==> src/rtl/core/assert_macros.svh <==
// ----------------------------------------------------------------------------
// assert_macros.svh
// Assertion helpers shared by the RTL that checks itself.
// ----------------------------------------------------------------------------
`ifndef ASSERT_MACROS_SVH
`define ASSERT_MACROS_SVH

// clocked check, masked while reset is asserted
`define RLP_ASSERT(label, prop, msg) \
  label: assert property (@(posedge clk) disable iff (!rst_n) prop) else $error(msg);

// clocked check that also holds during reset
`define RLP_ASSERT_ALWAYS(label, prop, msg) \
  label: assert property (@(posedge clk) prop) else $error(msg);

`endif

==> src/rtl/core/rlp_pkg.sv <==
// ----------------------------------------------------------------------------
// rlp_pkg
// Types and constants of the RLP stream flattener.
// ----------------------------------------------------------------------------
`timescale 1ns / 1ps

package rlp_pkg;

  // parser phase
  typedef enum logic [1:0] {
    PH_HEADER  = 2'd0,
    PH_LENGTH  = 2'd1,
    PH_PAYLOAD = 2'd2,
    PH_DRAIN   = 2'd3
  } phase_t;

  // error codes on the result channel
  typedef enum logic [1:0] {
    ERR_NONE  = 2'd0,
    ERR_TRUNC = 2'd1,
    ERR_ITEMS = 2'd2,
    ERR_LEN   = 2'd3
  } err_t;

  // header byte boundaries
  localparam logic [7:0] BYTE_SINGLE_MAX = 8'h7f;
  localparam logic [7:0] STR_EMPTY       = 8'h80;
  localparam logic [7:0] STR_SHORT_MAX   = 8'hb7;
  localparam logic [7:0] STR_LONG_MAX    = 8'hbf;
  localparam logic [7:0] LIST_SHORT_MAX  = 8'hf7;

  // largest gathered length that can still take one more length byte
  localparam logic [31:0] LEN_SHIFT_MAX = 32'h00ff_ffff;

  // input item
  typedef struct packed {
    logic [7:0] in_byte;
    logic       seq_last;
  } rlp_in_t;

  // result item
  typedef struct packed {
    logic [7:0] out_byte;
    logic [6:0] item_index;
    logic       item_end;
    logic       empty_item;
    logic       seq_end;
    logic [1:0] error_code;
  } rlp_out_t;

  // parser state
  typedef struct packed {
    phase_t      phase;
    logic [3:0]  length_bytes_left;
    logic        collecting_list_length;
    logic [31:0] payload_left;
    logic [7:0]  item_count;
  } rlp_state_t;

  localparam rlp_state_t STATE_RESET = '{
    phase:                  PH_HEADER,
    length_bytes_left:      4'd0,
    collecting_list_length: 1'b0,
    payload_left:           32'd0,
    item_count:             8'd0
  };

endpackage

==> src/rtl/core/rlp_if.sv <==
// ----------------------------------------------------------------------------
// rlp_if
// Valid/ready channels for raw bytes in and flattened string bytes out.
// ----------------------------------------------------------------------------
`timescale 1ns / 1ps

// raw byte channel
interface rlp_in_if;
  logic             valid;
  logic             ready;
  rlp_pkg::rlp_in_t data;

  modport source (output valid, output data, input ready);
  modport sink (input valid, input data, output ready);
endinterface

// result channel
interface rlp_out_if;
  logic              valid;
  logic              ready;
  rlp_pkg::rlp_out_t data;

  modport source (output valid, output data, input ready);
  modport sink (input valid, input data, output ready);
endinterface

==> src/rtl/core/rlp_step.sv <==
// ----------------------------------------------------------------------------
// rlp_step
// One-byte parser step: next state and an optional result for one item.
// ----------------------------------------------------------------------------
`timescale 1ns / 1ps

module rlp_step (
  input  rlp_pkg::rlp_state_t cur,
  input  rlp_pkg::rlp_in_t    in_item,
  input  logic                items_full,
  output rlp_pkg::rlp_state_t nxt,
  output logic                res_vld,
  output rlp_pkg::rlp_out_t   res
);

  logic [7:0]  b;
  logic        last;
  logic [31:0] len_shift;
  logic [3:0]  len_dec;
  logic [7:0]  count_inc;

  assign b         = in_item.in_byte;
  assign last      = in_item.seq_last;
  assign len_shift = {cur.payload_left[23:0], b};
  assign len_dec   = (cur.length_bytes_left != 4'd0) ? 4'(cur.length_bytes_left - 4'd1) : 4'd0;
  assign count_inc = 8'(cur.item_count + 8'd1);

  // per-phase decision
  always_comb begin
    nxt            = cur;
    res_vld        = 1'b0;
    res.out_byte   = 8'd0;
    res.item_index = cur.item_count[6:0];
    res.item_end   = 1'b0;
    res.empty_item = 1'b0;
    res.seq_end    = last;
    res.error_code = rlp_pkg::ERR_NONE;

    unique case (cur.phase)
      rlp_pkg::PH_HEADER: begin
        if (b <= rlp_pkg::STR_LONG_MAX && items_full) begin
          res_vld        = 1'b1;
          res.error_code = rlp_pkg::ERR_ITEMS;
          nxt.phase      = rlp_pkg::PH_DRAIN;
        end else if (b <= rlp_pkg::BYTE_SINGLE_MAX) begin
          // single byte is its own item
          res_vld        = 1'b1;
          res.out_byte   = b;
          res.item_end   = 1'b1;
          nxt.item_count = count_inc;
        end else if (b == rlp_pkg::STR_EMPTY) begin
          res_vld        = 1'b1;
          res.item_end   = 1'b1;
          res.empty_item = 1'b1;
          nxt.item_count = count_inc;
        end else if (b <= rlp_pkg::STR_SHORT_MAX) begin
          if (last) begin
            res_vld        = 1'b1;
            res.error_code = rlp_pkg::ERR_TRUNC;
            nxt.phase      = rlp_pkg::PH_DRAIN;
          end else begin
            nxt.payload_left = {24'd0, 8'(b - rlp_pkg::STR_EMPTY)};
            nxt.phase        = rlp_pkg::PH_PAYLOAD;
          end
        end else if (b <= rlp_pkg::STR_LONG_MAX || b > rlp_pkg::LIST_SHORT_MAX) begin
          // long form: length bytes follow
          if (last) begin
            res_vld        = 1'b1;
            res.error_code = rlp_pkg::ERR_TRUNC;
            nxt.phase      = rlp_pkg::PH_DRAIN;
          end else begin
            nxt.collecting_list_length = (b > rlp_pkg::LIST_SHORT_MAX);
            nxt.length_bytes_left      = (b > rlp_pkg::LIST_SHORT_MAX) ?
                                         4'(b - rlp_pkg::LIST_SHORT_MAX) :
                                         4'(b - rlp_pkg::STR_SHORT_MAX);
            nxt.payload_left           = 32'd0;
            nxt.phase                  = rlp_pkg::PH_LENGTH;
          end
        end
        // short list header: consumed
      end

      rlp_pkg::PH_LENGTH: begin
        if (cur.payload_left > rlp_pkg::LEN_SHIFT_MAX) begin
          res_vld        = 1'b1;
          res.error_code = rlp_pkg::ERR_LEN;
          nxt.phase      = rlp_pkg::PH_DRAIN;
        end else begin
          nxt.payload_left      = len_shift;
          nxt.length_bytes_left = len_dec;
          if (len_dec != 4'd0) begin
            if (last) begin
              res_vld        = 1'b1;
              res.error_code = rlp_pkg::ERR_TRUNC;
              nxt.phase      = rlp_pkg::PH_DRAIN;
            end
          end else if (cur.collecting_list_length) begin
            nxt.collecting_list_length = 1'b0;
            nxt.payload_left           = 32'd0;
            nxt.phase                  = rlp_pkg::PH_HEADER;
          end else if (len_shift == 32'd0) begin
            // long form of zero length is an empty string
            res_vld        = 1'b1;
            res.item_end   = 1'b1;
            res.empty_item = 1'b1;
            nxt.item_count = count_inc;
            nxt.phase      = rlp_pkg::PH_HEADER;
          end else if (last) begin
            res_vld        = 1'b1;
            res.error_code = rlp_pkg::ERR_TRUNC;
            nxt.phase      = rlp_pkg::PH_DRAIN;
          end else begin
            nxt.phase = rlp_pkg::PH_PAYLOAD;
          end
        end
      end

      rlp_pkg::PH_PAYLOAD: begin
        if (cur.payload_left <= 32'd1) begin
          res_vld          = 1'b1;
          res.out_byte     = b;
          res.item_end     = 1'b1;
          nxt.item_count   = count_inc;
          nxt.payload_left = 32'd0;
          nxt.phase        = rlp_pkg::PH_HEADER;
        end else if (last) begin
          res_vld        = 1'b1;
          res.error_code = rlp_pkg::ERR_TRUNC;
          nxt.phase      = rlp_pkg::PH_DRAIN;
        end else begin
          res_vld          = 1'b1;
          res.out_byte     = b;
          nxt.payload_left = 32'(cur.payload_left - 32'd1);
        end
      end

      rlp_pkg::PH_DRAIN: begin
        // drop bytes until the end of the sequence
      end

      default: begin
      end
    endcase

    // every sequence starts from a clean state
    if (last) begin
      nxt = rlp_pkg::STATE_RESET;
    end
  end

endmodule

==> src/rtl/core/rlp_stream_flattener.sv <==
// ----------------------------------------------------------------------------
// rlp_stream_flattener: flattens an RLP byte stream into string payload bytes
// path: a taken byte is registered in in_r, then its result in out_r, which drives out_if
// throughput: one byte per cycle while out_if is not stalled, set by the single parser step per byte
// reset: synchronous active-low rst_n clears both valid stages and the parser
// ----------------------------------------------------------------------------
`timescale 1ns / 1ps

`include "assert_macros.svh"

module rlp_stream_flattener #(
  parameter int unsigned MAX_ITEMS = 128
) (
  input  logic            clk,
  input  logic            rst_n,
  rlp_in_if.sink          in_if,
  rlp_out_if.source       out_if
);

  rlp_pkg::rlp_in_t    in_r;
  logic                in_vld_r;
  rlp_pkg::rlp_state_t state_r;
  rlp_pkg::rlp_state_t state_nxt;
  rlp_pkg::rlp_out_t   out_r;
  logic                out_vld_r;
  rlp_pkg::rlp_out_t   res;
  logic                res_vld;
  logic                adv;
  logic                items_full;

  // handshake: the input stage moves when the result register is free
  assign adv          = in_vld_r && (!out_vld_r || out_if.ready);
  assign in_if.ready  = !in_vld_r || adv;
  assign out_if.valid = out_vld_r;
  assign out_if.data  = out_r;
  assign items_full   = (state_r.item_count >= 8'(MAX_ITEMS));

  // parser step
  rlp_step u_step (
    .cur        (state_r),
    .in_item    (in_r),
    .items_full (items_full),
    .nxt        (state_nxt),
    .res_vld    (res_vld),
    .res        (res)
  );

  // control registers
  always_ff @(posedge clk) begin
    if (!rst_n) begin
      in_vld_r  <= 1'b0;
      out_vld_r <= 1'b0;
      state_r   <= rlp_pkg::STATE_RESET;
    end else begin
      if (in_if.valid && in_if.ready) begin
        in_vld_r <= 1'b1;
      end else if (adv) begin
        in_vld_r <= 1'b0;
      end
      if (adv) begin
        out_vld_r <= res_vld;
        state_r   <= state_nxt;
      end else if (out_if.ready) begin
        out_vld_r <= 1'b0;
      end
    end
  end

  // payload registers
  always_ff @(posedge clk) begin
    if (in_if.valid && in_if.ready) begin
      in_r <= in_if.data;
    end
    if (adv && res_vld) begin
      out_r <= res;
    end
  end

  // checks
  `RLP_ASSERT(a_err_clean,
    out_vld_r && out_r.error_code != rlp_pkg::ERR_NONE |->
      out_r.out_byte == 8'd0 && !out_r.item_end && !out_r.empty_item,
    "error item carries data")
  `RLP_ASSERT(a_empty_ends,
    out_vld_r && out_r.empty_item |-> out_r.item_end && out_r.out_byte == 8'd0,
    "empty item not closed")
  `RLP_ASSERT(a_seq_restart,
    adv && in_r.seq_last |=> state_r.phase == rlp_pkg::PH_HEADER &&
      state_r.item_count == 8'd0 && state_r.payload_left == 32'd0,
    "state not cleared after sequence end")
  `RLP_ASSERT_ALWAYS(a_count_cap,
    !rst_n || state_r.item_count <= 8'(MAX_ITEMS),
    "item count above capacity")

endmodule

==> src/flat_wrapper.sv <==
// flat-port wrapper written by rule: the top's interface ports become plain ports
module rlp_stream_flattener_flat 
#(
  parameter int unsigned MAX_ITEMS = 128
)
  (clk, rst_n, in_if_valid, in_if_data, in_if_ready, out_if_valid, out_if_data, out_if_ready);
  rlp_in_if in_if_i ();
  rlp_out_if out_if_i ();
  input  logic clk;
  input  logic rst_n;
  input wire logic [$bits(in_if_i.valid)-1:0] in_if_valid;
  input wire logic [$bits(in_if_i.data)-1:0] in_if_data;
  output wire logic [$bits(in_if_i.ready)-1:0] in_if_ready;
  output wire logic [$bits(out_if_i.valid)-1:0] out_if_valid;
  output wire logic [$bits(out_if_i.data)-1:0] out_if_data;
  input wire logic [$bits(out_if_i.ready)-1:0] out_if_ready;
  assign in_if_i.valid = in_if_valid;
  assign in_if_i.data = in_if_data;
  assign in_if_ready = in_if_i.ready;
  assign out_if_valid = out_if_i.valid;
  assign out_if_data = out_if_i.data;
  assign out_if_i.ready = out_if_ready;
  rlp_stream_flattener #(.MAX_ITEMS(MAX_ITEMS)) u_core (.clk(clk), .rst_n(rst_n), .in_if(in_if_i), .out_if(out_if_i));
endmodule
==> config.mk <==
export PLATFORM = sky130hd
export DESIGN_NAME = rlp_stream_flattener_flat
export DESIGN_NICKNAME = d
export VERILOG_FILES = /design/src/rtl/core/rlp_pkg.sv /design/src/rtl/core/rlp_if.sv /design/src/rtl/core/rlp_step.sv /design/src/rtl/core/rlp_stream_flattener.sv /design/src/flat_wrapper.sv
export VERILOG_INCLUDE_DIRS = /design/src /design/src/rtl/core
export SDC_FILE = /design/constraint.sdc
export NUM_CORES = 1
export LEC_CHECK = 0
export BUFFER_PORTS_ARGS = -buffer_cell sky130_fd_sc_hd__buf_4
export CAP_MARGIN = 20
export CELL_PAD_IN_SITES_DETAIL_PLACEMENT = 1
export CELL_PAD_IN_SITES_GLOBAL_PLACEMENT = 2
export CORE_ASPECT_RATIO = 1.2
export CORE_UTILIZATION = 32
export CTS_CLUSTER_SIZE = 30
export DETAILED_ROUTE_END_ITERATION = 8
export PLACE_DENSITY_LB_ADDON = 0.1
export SYNTH_ARGS = -nofsm -noshare
export SYNTH_HDL_FRONTEND = slang
export SYNTH_SLANG_ARGS = --single-unit
==> constraint.sdc <==
create_clock -name clk -period 9.35 [get_ports clk]
set_input_delay 0.935 -clock clk [delete_from_list [all_inputs] [get_ports clk]]
set_output_delay 0.935 -clock clk [all_outputs]
set_load 0.01 [all_outputs]
Word level (Yosys, flattened, before mapping)
Cells that the tools add are included. W data, S select, Z words.

Bits in registers: 78. Output and inout bits: 22. Input bits: 13.

Equal/unequal tests: 19. Add/subtract/negate cells: 6. Magnitude comparators: 7. Reduce and logical (&&, ||, !) cells: 22. Multiplexer cells: 71.

Operators with widths (count): $pmux W40 S3 (1); $mux W39 (3); $mux W32 (3); $mux W45 (2); $mux W8 (9); $mux W47 (1); $mux W2 (23); $mux W41 (1); $gt A32 B24 Y1 const B (1); $le A32 B1 Y1 const B (1); $logic_not A32 Y1 (1); $sub A32 B1 Y32 const B (1); $ne A3 B2 Y1 const B (10); $ne A4 B3 Y1 const B (5); $mux W1 (18); $reduce_and A9 Y1 (2); $le A8 B8 Y1 const B (2); $pmux W8 S2 (1); $reduce_and A7 Y1 (2); $pmux W2 S3 (2); $reduce_bool A4 Y1 (3); $pmux W5 S2 (1); $add A8 B1 Y8 const B (1); $eq A8 B8 Y1 const B (1); other kinds (20) (30).

Logic depth before layout (Yosys ltp)
Gate-level depths: netlist (run 1).

Depth after elaboration: 9. Gate-level depth with buffers: 10. Gate-level depth less buffers: 8.

Cells and area by module
Synthesis (run 1) repeated with hierarchy kept, for this count alone.

Cell total of the unflattened synthesis: 687. Area total of the unflattened synthesis: 5726.7 sq um.

Modules (own cells, without submodules): rlp_stream_flattener (cells an instance 246, area an instance 2877.8 sq um, seq. area each 1851.8 sq um, instances 1); rlp_step (cells an instance 441, area an instance 2849.0 sq um, seq. area each 0.0 sq um, instances 1).

Least setup slack after synthesis (run 1)
OpenSTA, ideal clock, no wires.

Kind: register to register. From: reg u_core.state_r[12] (netlist name). To: reg u_core.out_r (netlist bit u_core.out_if.data[0]) (enable). Data arrival time: 3.454 ns. Required time: 8.912 ns. Setup time: 0.438 ns. Path slack: 5.458 ns. Cell stages (with the launch flop): 8. Cell sequence: dfxtp_1 -> clkbuf_2 -> nor4_1 -> nand3_1 -> clkbuf_1 -> nor3_1 -> nand4_1 -> a311oi_1.

Cells in the longest elaborated chain, start to end: 7.

Ends and longest elaborated chain: start, declared (RTL line rlp_stream_flattener.sv:22) `rlp_pkg::rlp_state_t state_r;`; start signal, assigned (RTL line rlp_stream_flattener.sv:53) `state_r <= rlp_pkg::STATE_RESET;`; start signal, assigned (RTL line rlp_stream_flattener.sv:62) `state_r <= state_nxt;`; parallel branches: the longest is 4 deep, another holds $gt A32 B24 Y1; $mux W1 * (RTL line rlp_step.sv:84) `if (cur.payload_left > rlp_pkg::LEN_SHIFT_MAX) begin`; $pmux W1 S3 * (RTL line rlp_step.sv:39) `unique case (cur.phase)`; $logic_and A1 B1 Y1 * (RTL line rlp_stream_flattener.sv:74) `if (adv && res_vld) begin`; end signal, assigned (RTL line rlp_stream_flattener.sv:75) `out_r <= res;`; end, declared (RTL line rlp_stream_flattener.sv:24) `rlp_pkg::rlp_out_t out_r;`.

Every way passes the cells marked *. A chain may end at the register's enable or synchronous reset.

Final worst setup path (run 1)
From: reg u_core.state_r[8] (netlist name). To: reg u_core.state_r[28] (netlist name).

Cells in the longest elaborated chain, start to end: 4.

Ends and longest elaborated chain: $sub A32 B1 Y32 or $le A32 B1 Y1 (tied branches) (RTL line rlp_step.sv:133, rlp_step.sv:119); $mux W32 (RTL line rlp_step.sv:119) `if (cur.payload_left <= 32'd1) begin`; $pmux W40 S3 (RTL line rlp_step.sv:39); $mux W47 (RTL line rlp_step.sv:146) `if (last) begin`.

Parallel ways exist; a longest one is shown, timed or not.

==> impl_metrics.csv, run 1 <==
group,metric,value,unit
run_status,status,"finished, final reports clean",
timing,rsz0062_at_grt,"no",
critical_path,arrival,3.69,ns
cts,h-tree-depth,3,
timing,fin_tns_setup,0,ns
power_and_ir_drop,finalPower,881.5,uW
cells_and_area,drive_gt1_frac,0.1311,
place,io_buffers,34,
cts,post-cts-setup-buffer-count,0,
place,place_area,4881,sq um
timing,setup_viol,0,
place,gp_congestion,0.8577,
yosys,synthTopCellsByArea,"dfxtp_1, edfxtp_1, nand2_1, a21oi_1, ha_1",
yosys,synth-seq-cells,78,
cells_and_area,fin_area,5214,sq um
cts,cts.sinks,78,
yosys,syn_avg_cell_area,8.803,sq um
power_and_ir_drop,powerDensity,169.1,nW/um^2
job,drv_cap,0,
grt,grt_pass1_wl,24120,microns
timing,finClkSkew,0.007558,ns
yosys,synthesis.area,4489,sq um
critical_path,cp.required,9.62,ns
timing,slew_viol_final,0,
routing,num_vias,4184,
timing,post-route-period-util,0.3663,
floorplanning,fp.coreArea,13760,sq um
cts,clkTransAtPathRegs,0.06,ns
grt,groute.usage.overall,0.2211,
cells_and_area,fill_cells,1591,
cts,clk_latency,0.35,ns
cells_and_area,nets,552,
critical_path,cp_cell_sequence,"inv_1 > ha_1 > o2111ai_1 > o31a_1 > nand3_1 > o21ai_0 > o2bb2ai_1",
grt,grt.overflow.total,0,
timing,fmax,292.0,MHz
floorplanning,initial_core_util,0.3262,
floorplanning,pin_count,35,
grt,grt_max_degree,28,
cts,cts_resized,0,
cts,cts.path.max_buffers,2,
cts,cts_root_buffer,"clkbuf_16",
yosys,yosysWarnings,0,
yosys,synth-async-reset-ratio,0,
yosys,ys_types,66,
routing,final_antenna_net_count,0,
timing,slew_headroom,0.2843,
critical_path,critPathBufInv,1,
yosys,synth.most_common_cell,"nand2_1",
routing,dr.pass1.iters,6,
cells_and_area,area_delta_synth_final,16.14,%
routing,drtIter0Drc,201,
cts,cts_hold_buf,0,
yosys,synth_fp_nets,533,
routing,drc,0,
critical_path,slowest_stage,"o31a_1",
place,dp_hpwl,10770,microns
grt,grt_pass1_vias,4204,
routing,vias_per_cell,5.935,
routing,wl_per_cell,21.44,microns
timing,worst_pin_slew,1.073,ns
critical_path,crit_type,"flip-flop to flip-flop",
floorplanning,die_x,110.1,microns
critical_path,critPathCaptureType,"flip-flop",
cells_and_area,final_util,0.3789,
routing,drt-total-wl,15110,microns
power_and_ir_drop,ir_drop,0.00007056,V
power_and_ir_drop,p_leak,0.001959,uW
yosys,synth_edf_count,29,
yosys,synth-main-ff-cell,"dfxtp_1",
cts,numCtsBuffers,9,
yosys,synth.cells.most_frequent,"nand2_1, dfxtp_1, a21oi_1",
hold_path,hp-class,"flip-flop to flip-flop",
cells_and_area,num_antenna_cells,0,
floorplanning,dieArea,14510,sq um
floorplanning,die_y,131.8,microns
yosys,synth_seq_area_share,0.4125,
critical_path,critical-path-top-delay-family,"compound AO/OA/AOI/OAI gates",
cts,tritoncts,"done",
floorplanning,rows,47,
timing,layout_min_cycle_time,3.425,ns
critical_path,crit_fanout,23,
yosys,synth_cells,510,
yosys,synth_top_area_frac,0.2185,
timing,hold_viol,0,
yosys,yosysTopAreaCell,"dfxtp_1",
grt,antenna_found_initial,0,
critical_path,critPathLaunchType,"flip-flop",
critical_path,max_stage_delay,0.91,ns
==> registers in the layout, summed over array words and instances, names as in the netlist <==
name and cells:
u_core.state_r 47, u_core.out_if.data 20, u_core.in_r 9, u_core.out_if.valid 1, u_core.in_vld_r 1
==> worst reg2reg max path, cell delays in order, from the launching register on <==
cell and delay [ns]:
dfxtp_1 0.43, inv_1 0.10, ha_1 0.27, o2111ai_1 0.47
o31a_1 0.91, nand3_1 0.66, o21ai_0 0.36, o2bb2ai_1 0.14
==> kinds of logic after synthesis <==
family | share of synthesized area
AND/OR/NAND/NOR | 0.2358
AO/OA/AOI/OAI | 0.2461
flip-flops | 0.4125
buffers and inverters | 0.04571
XOR/XNOR | 0.02536
adder cells (fa/ha/maj) | 0.02787
multiplexers | 0.006689
==> layout by cell type (no fill, tap or decap), types with 5 or more instances in the layout <==
| cell | synthesis | layout |
|---|---|---|
| nand2_1 | 52 | 52 |
| dfxtp_1 | 49 | 49 |
| buf_4 | 0 | 39 |
| a21oi_1 | 30 | 30 |
| edfxtp_1 | 29 | 29 |
| nor2_1 | 28 | 28 |
| o21ai_0 | 22 | 22 |
| nor3_1 | 17 | 17 |
| inv_1 | 16 | 16 |
| nor4_1 | 16 | 16 |
| nand3_1 | 16 | 16 |
| xor2_1 | 11 | 11 |
| a22oi_1 | 11 | 11 |
| o31ai_1 | 10 | 10 |
| ha_1 | 10 | 10 |
| or4_1 | 9 | 9 |
| nand2b_1 | 9 | 9 |
| and3_1 | 9 | 9 |
| nor2b_1 | 9 | 9 |
| clkbuf_16 | 0 | 9 |
| nand4_1 | 8 | 8 |
| o311ai_0 | 6 | 6 |
| a211oi_1 | 6 | 6 |
| o2bb2ai_1 | 6 | 6 |
| or2_2 | 5 | 5 |
| or3_1 | 5 | 5 |
| o22ai_1 | 5 | 5 |
| o21ai_1 | 5 | 5 |
==> through the flow <==
stage	hold WS, ns	std cells	setup WS [ns]
final	0.4965	705	5.925
after global routing	0.5192	705	5.629
after CTS	0.5026	704	5.603
after detailed placement	0.4871	688	5.609
after global placement	0.4799	687	5.717
after floorplan	0.4244	510	5.458
==> final cells by class <==
type                            count  area (sq um)  area share
Multi-Input combinational cell    382          2454      0.4706
Sequential cell                    78          1852      0.3552
Timing Repair Buffer               41         312.8     0.06000
Clock buffer                       12         246.5     0.04728
Tap cell                          171         214.0     0.04104
Clock inverter                      4         71.32     0.01368
Inverter                           17         63.81     0.01224
==> routing by layer <==
metal / wire (microns) / track usage / vias up / share of wire
met5: 0 / 0 / - / 0
met2: 7317 / 0.3514 / 83 / 0.48
met1: 6832 / 0.2937 / 2073 / 0.45
li1: - / - / 1997 / -
met4: 493 / 0.1031 / 0 / 0.033
met3: 471 / 0.03015 / 31 / 0.031
==> power by group <==
| part | switching, uW | total [uW] | internal, uW |
|---|---|---|---|
| combinational | 82.9 | 129 | 45.9 |
| sequential | 9.62 | 373 | 363 |
| clock | 139 | 380 | 240 |
==> worst paths after layout <==
kind                startpoint                  to  slack, ns  cells past startpoint
min reg2reg  u_core.state_r[3]   u_core.state_r[3]       0.50                      1
min          u_core.state_r[3]   u_core.state_r[3]       0.50                      1
max reg2reg  u_core.state_r[8]  u_core.state_r[28]       5.92                      7
max          u_core.state_r[8]  u_core.state_r[28]       5.92                      7
(Power assumes the default switching activity.)
==> inputs of run 2 (changes only) <==
clock period = 3.58 ns   (was 9.35 ns; I/O delays follow)
==> impl_metrics.csv, run 2 (same netlist as run 1, synthesis figures left out) <==
group,metric,value,unit
grt,grt_pass1_vias,4284,
cells_and_area,largest_register,"u_core.state_r",
power_and_ir_drop,p_seq_frac,0.426,
hold_path,hp-start,"in_if_data[4]",
cells_and_area,multiInputGateArea,2454,sq um
critical_path,max_stage_delay,0.59,ns
cts,tritoncts,"done",
timing,holdWs,0.1759,ns
cells_and_area,final_common_cell,"buf_4",
grt,grt_max_degree,24,
floorplanning,pin_count,35,
power_and_ir_drop,powerDensity,428.8,nW/um^2
floorplanning,die_y,131.8,microns
cts,cts.path.max_buffers,2,
timing,fin_tns_setup,0,ns
timing,finClkSkew,0.004558,ns
cells_and_area,fin_cells,722,
critical_path,cp_cell_sequence,"or4_1 > or2_2 > a211oi_1 > nand2_1 > and3_1 > a41o_1",
timing,layout_min_cycle_time,3.058,ns
cts,cts.sinks,78,
power_and_ir_drop,finalPower,2283,uW
timing,slew_viol_final,0,
routing,vias_per_cell,5.900,
hold_path,hp-class,"input port to flip-flop",
routing,drtIter0Drc,258,
grt,grt_pass1_wl,24490,microns
floorplanning,die_x,110.1,microns
run_status,status,"finished, final reports clean",
floorplanning,initial_core_util,0.3262,
cells_and_area,seq_area,1852,sq um
critical_path,crit_type,"flip-flop to flip-flop",
power_and_ir_drop,clockPowerShare,0.420,
timing,hold_viol,0,
floorplanning,rows,47,
timing,slew_headroom,0.4685,
place,io_buffers,34,
timing,fmax,327.0,MHz
timing,post-route-period-util,0.8542,
grt,antenna_found_initial,0,
cells_and_area,most-common-layout-cells,"buf_4, nand2_1, dfxtp_1",
timing,setup_viol,0,
cells_and_area,num_antenna_cells,0,
routing,dr.pass1.iters,5,
cells_and_area,largest_reg_flops,47,
cts,h-tree-depth,3,
power_and_ir_drop,ir_drop,0.0002075,V
cells_and_area,area_delta_synth_final,18.62,%
critical_path,crit_fanout,15,
critical_path,cp.required,3.83,ns
grt,groute.usage.overall,0.2263,
power_and_ir_drop,swShare,0.2862,
critical_path,critPathLaunchType,"flip-flop",
routing,drc,0,
cts,post-cts-setup-buffer-count,0,
critical_path,slowest_stage,"or4_1",
cells_and_area,fill_cells,1609,
power_and_ir_drop,switchingPower,653.6,uW
grt,grt.overflow.total,0,
power_and_ir_drop,comb_power_share,0.154,
cts,cts_resized,0,
critical_path,critPathCaptureType,"flip-flop",
critical_path,cp-startpoint,"u_core.state_r[34]",
cts,cts_root_buffer,"clkbuf_16",
cts,numCtsBuffers,9,
cells_and_area,nets,569,
timing,worst_pin_slew,0.7937,ns
place,dp_hpwl,11140,microns
cts,cts_hold_buf,0,
floorplanning,dieArea,14510,sq um
power_and_ir_drop,p_leak,0.002030,uW
routing,num_vias,4260,
cts,clk_latency,0.35,ns
place,place_inst,706,
routing,wl_per_cell,21.47,microns
cts,clkTransAtPathRegs,0.06,ns
routing,final_antenna_net_count,0,
critical_path,r2r_start,"u_core.state_r[34]",
place,gp_congestion,0.8126,
cells_and_area,drive_gt1_frac,0.1633,
power_and_ir_drop,p_int,1630,uW
routing,drt-total-wl,15500,microns
critical_path,arrival,3.31,ns
floorplanning,fp.coreArea,13760,sq um
job,drv_cap,0,
timing,rsz0062_at_grt,"no",
run 2: cell count changes in the layout (fill, tap and decap cells not counted), moves of 2 or more:
cell        before  now
buf_4           39   58
clkbuf_1         2    0
clkinvlp_4       1    3
inv_6            0    2
run 2: layout make-up:
class | instances | area share
Timing Repair Buffer | 58 | 0.08177
Sequential cell | 78 | 0.3477
Clock buffer | 9 | 0.04229
Tap cell | 171 | 0.04018
Multi-Input combinational cell | 382 | 0.4608
Clock inverter | 7 | 0.01527
Inverter | 17 | 0.01198
run 2: power by group through the flow:
stage                     Sequential, uW  Clock (uW)  Combinational (uW)
after floorplan                      987           0                 219
after global placement               992           0                 344
after detailed placement             993           0                 349
after CTS                            973         983                 351
after global routing                 977        1020                 384
final                                973         959                 352
run 2: worst paths after layout:
path | endpoint | slack (ns) | cells past startpoint
min reg2reg | u_core.state_r[4] | 0.50 | 1
max | u_core.state_r[12] | 0.52 | 6
min | u_core.in_r[4] | 0.18 | 1
max reg2reg | u_core.state_r[12] | 0.52 | 6
run 2: worst max-delay path: cells and delay by family (launching register included):
| family | cells | cell delay [ns] |
|---|---|---|
| and+or+nand+nor | 4 | 1.87 |
| DFF | 1 | 0.37 |
| AOI/OAI and AO/OA | 2 | 0.71 |
run 2: metal layers:
metal  up-vias  wire length [microns]  share of wire  GRT usage
li1       2023                      -              -          -
met1      2137                   6982           0.45     0.2876
met2        73                   7706           0.50     0.3757
met3        27                    441          0.028    0.03361
met4         0                    374          0.024    0.09868
met5         -                      0              0          0
run 2: stage by stage:
stage	utilization	setup WS (ns)	instance area, sq um
detailed placement	0.3647	0.5674	5019
finish	0.3870	0.5220	5325
floorplan	-	0.3783	4496
global placement	0.3647	0.6010	5019
CTS	0.3870	0.5429	5325
global route	0.3870	0.3352	5325
==> inputs of run 3 (changes only) <==
BUFFER_PORTS_ARGS = -buffer_cell sky130_fd_sc_hd__clkbuf_2   (was -buffer_cell sky130_fd_sc_hd__buf_4)
==> impl_metrics.csv, run 3 (same netlist as run 1, synthesis figures left out) <==
group,metric,value,unit
floorplanning,die_y,131.8,microns
routing,vias_per_cell,5.896,
critical_path,max_stage_delay,0.61,ns
critical_path,slowest_stage,"or4_4",
routing,wl_per_cell,20.96,microns
critical_path,critPathLaunchType,"flip-flop",
cells_and_area,most-common-layout-cells,"nand2_1, dfxtp_1, clkbuf_2",
routing,dr.pass1.iters,4,
cts,clkTransAtPathRegs,0.06,ns
timing,layout_min_cycle_time,3.052,ns
cts,h-tree-depth,3,
cts,numCtsBuffers,9,
cts,cts_root_buffer,"clkbuf_16",
timing,rsz0062_at_grt,"no",
cells_and_area,drive_gt1_frac,0.1597,
power_and_ir_drop,powerDensity,429.8,nW/um^2
place,dp_hpwl,10800,microns
place,dpl_worst_slack,0.5663,ns
cts,cts.path.max_buffers,2,
critical_path,crit_top_cell,"or4_4",
timing,hold_viol,0,
routing,drc,0,
cells_and_area,fin_area,5230,sq um
timing,setup_viol,0,
grt,groute.usage.overall,0.2234,
grt,antenna_found_initial,0,
cts,clk_latency,0.35,ns
floorplanning,die_x,110.1,microns
cts,post-cts-setup-buffer-count,0,
job,drv_cap,0,
cts,cts_resized,0,
routing,num_vias,4257,
cells_and_area,num_antenna_cells,0,
timing,fin_ws,0.5278,ns
cts,cts_hold_buf,0,
power_and_ir_drop,p_leak,0.002010,uW
floorplanning,pin_count,35,
routing,final_antenna_net_count,0,
timing,holdWs,0.1792,ns
grt,grt_pass1_vias,4358,
timing,slew_viol_final,0,
timing,fin_tns_setup,0,ns
floorplanning,dieArea,14510,sq um
cells_and_area,final_common_cell,"nand2_1",
timing,post-route-period-util,0.8526,
cts,tritoncts,"done",
critical_path,cp_cell_sequence,"or4_4 > or3_4 > or4_4 > a21o_1 > o311ai_0 > o21ai_1",
routing,drt-total-wl,15130,microns
floorplanning,initial_core_util,0.3262,
critical_path,arrival,3.27,ns
grt,grt.overflow.total,0,
timing,fmax,327.6,MHz
power_and_ir_drop,ir_drop,0.0001863,V
critical_path,critPathCaptureType,"flip-flop",
cells_and_area,largest_reg_flops,47,
place,place_inst,706,
cells_and_area,nets,569,
place,place_area,4933,sq um
timing,slew_headroom,0.4587,
run_status,status,"finished, final reports clean",
hold_path,hp-class,"input port to flip-flop",
timing,finClkSkew,0.006849,ns
timing,worst_pin_slew,0.8083,ns
critical_path,cp.required,3.80,ns
critical_path,crit_type,"flip-flop to flip-flop",
cells_and_area,largest_register,"u_core.state_r",
cells_and_area,area_delta_synth_final,16.50,%
grt,grt_max_degree,27,
floorplanning,fp.coreArea,13760,sq um
cts,cts.sinks,78,
cells_and_area,fin_cells,722,
critical_path,crit_fanout,10,
floorplanning,rows,47,
cells_and_area,fill_cells,1629,
routing,drtIter0Drc,198,
place,gp_congestion,0.8713,
grt,grt_pass1_wl,24550,microns
place,io_buffers,34,
-- run 3: metrics by stage --
stage	utilization	total power (uW)
after floorplan	-	1206
after global placement	0.3585	1326
after detailed placement	0.3585	1329
after CTS	0.3801	2277
after global routing	0.3801	2342
final	0.3801	2248
-- run 3: worst paths after layout --
kind | startpoint | end | slack [ns] | cells after the start
max | u_core.in_r[7] | u_core.state_r[2] | 0.53 | 6
min | in_if_data[1] | u_core.in_r[1] | 0.18 | 1
max reg2reg | u_core.in_r[7] | u_core.state_r[2] | 0.53 | 6
min reg2reg | u_core.state_r[3] | u_core.state_r[3] | 0.49 | 1
-- run 3: routing by layer --
| layer | GRT usage | share of wire |
|---|---|---|
| met1 | 0.2864 | 0.45 |
| met2 | 0.3753 | 0.50 |
| met3 | 0.02768 | 0.028 |
| met4 | 0.08991 | 0.021 |
| met5 | 0 | 0 |
-- run 3: power by group --
part | switching, uW | internal [uW] | leakage, uW | total [uW]
registers | 24.2 | 948 | 0.000674 | 973
logic | 216 | 122 | 0.00119 | 338
clock network | 395 | 543 | 0.000142 | 937
total | 635 | 1610 | 0.00201 | 2250
-- run 3: layout make-up --
class                           instances  area, sq um  area share
Inverter                               17        63.81     0.01220
Sequential cell                        78         1852      0.3541
Clock inverter                          7        71.32     0.01364
Multi-Input combinational cell        382         2454      0.4691
Tap cell                              171        214.0     0.04091
Clock buffer                            9        225.2     0.04306
Timing Repair Buffer                   58        350.3     0.06699
-- run 3: worst max-delay path, delay by kind of cell (launching register included) --
| family | cells | cell delay (ns) |
|---|---|---|
| AND/OR/NAND/NOR | 3 | 1.53 |
| AO/OA/AOI/OAI | 3 | 0.80 |
| flip-flops | 1 | 0.58 |
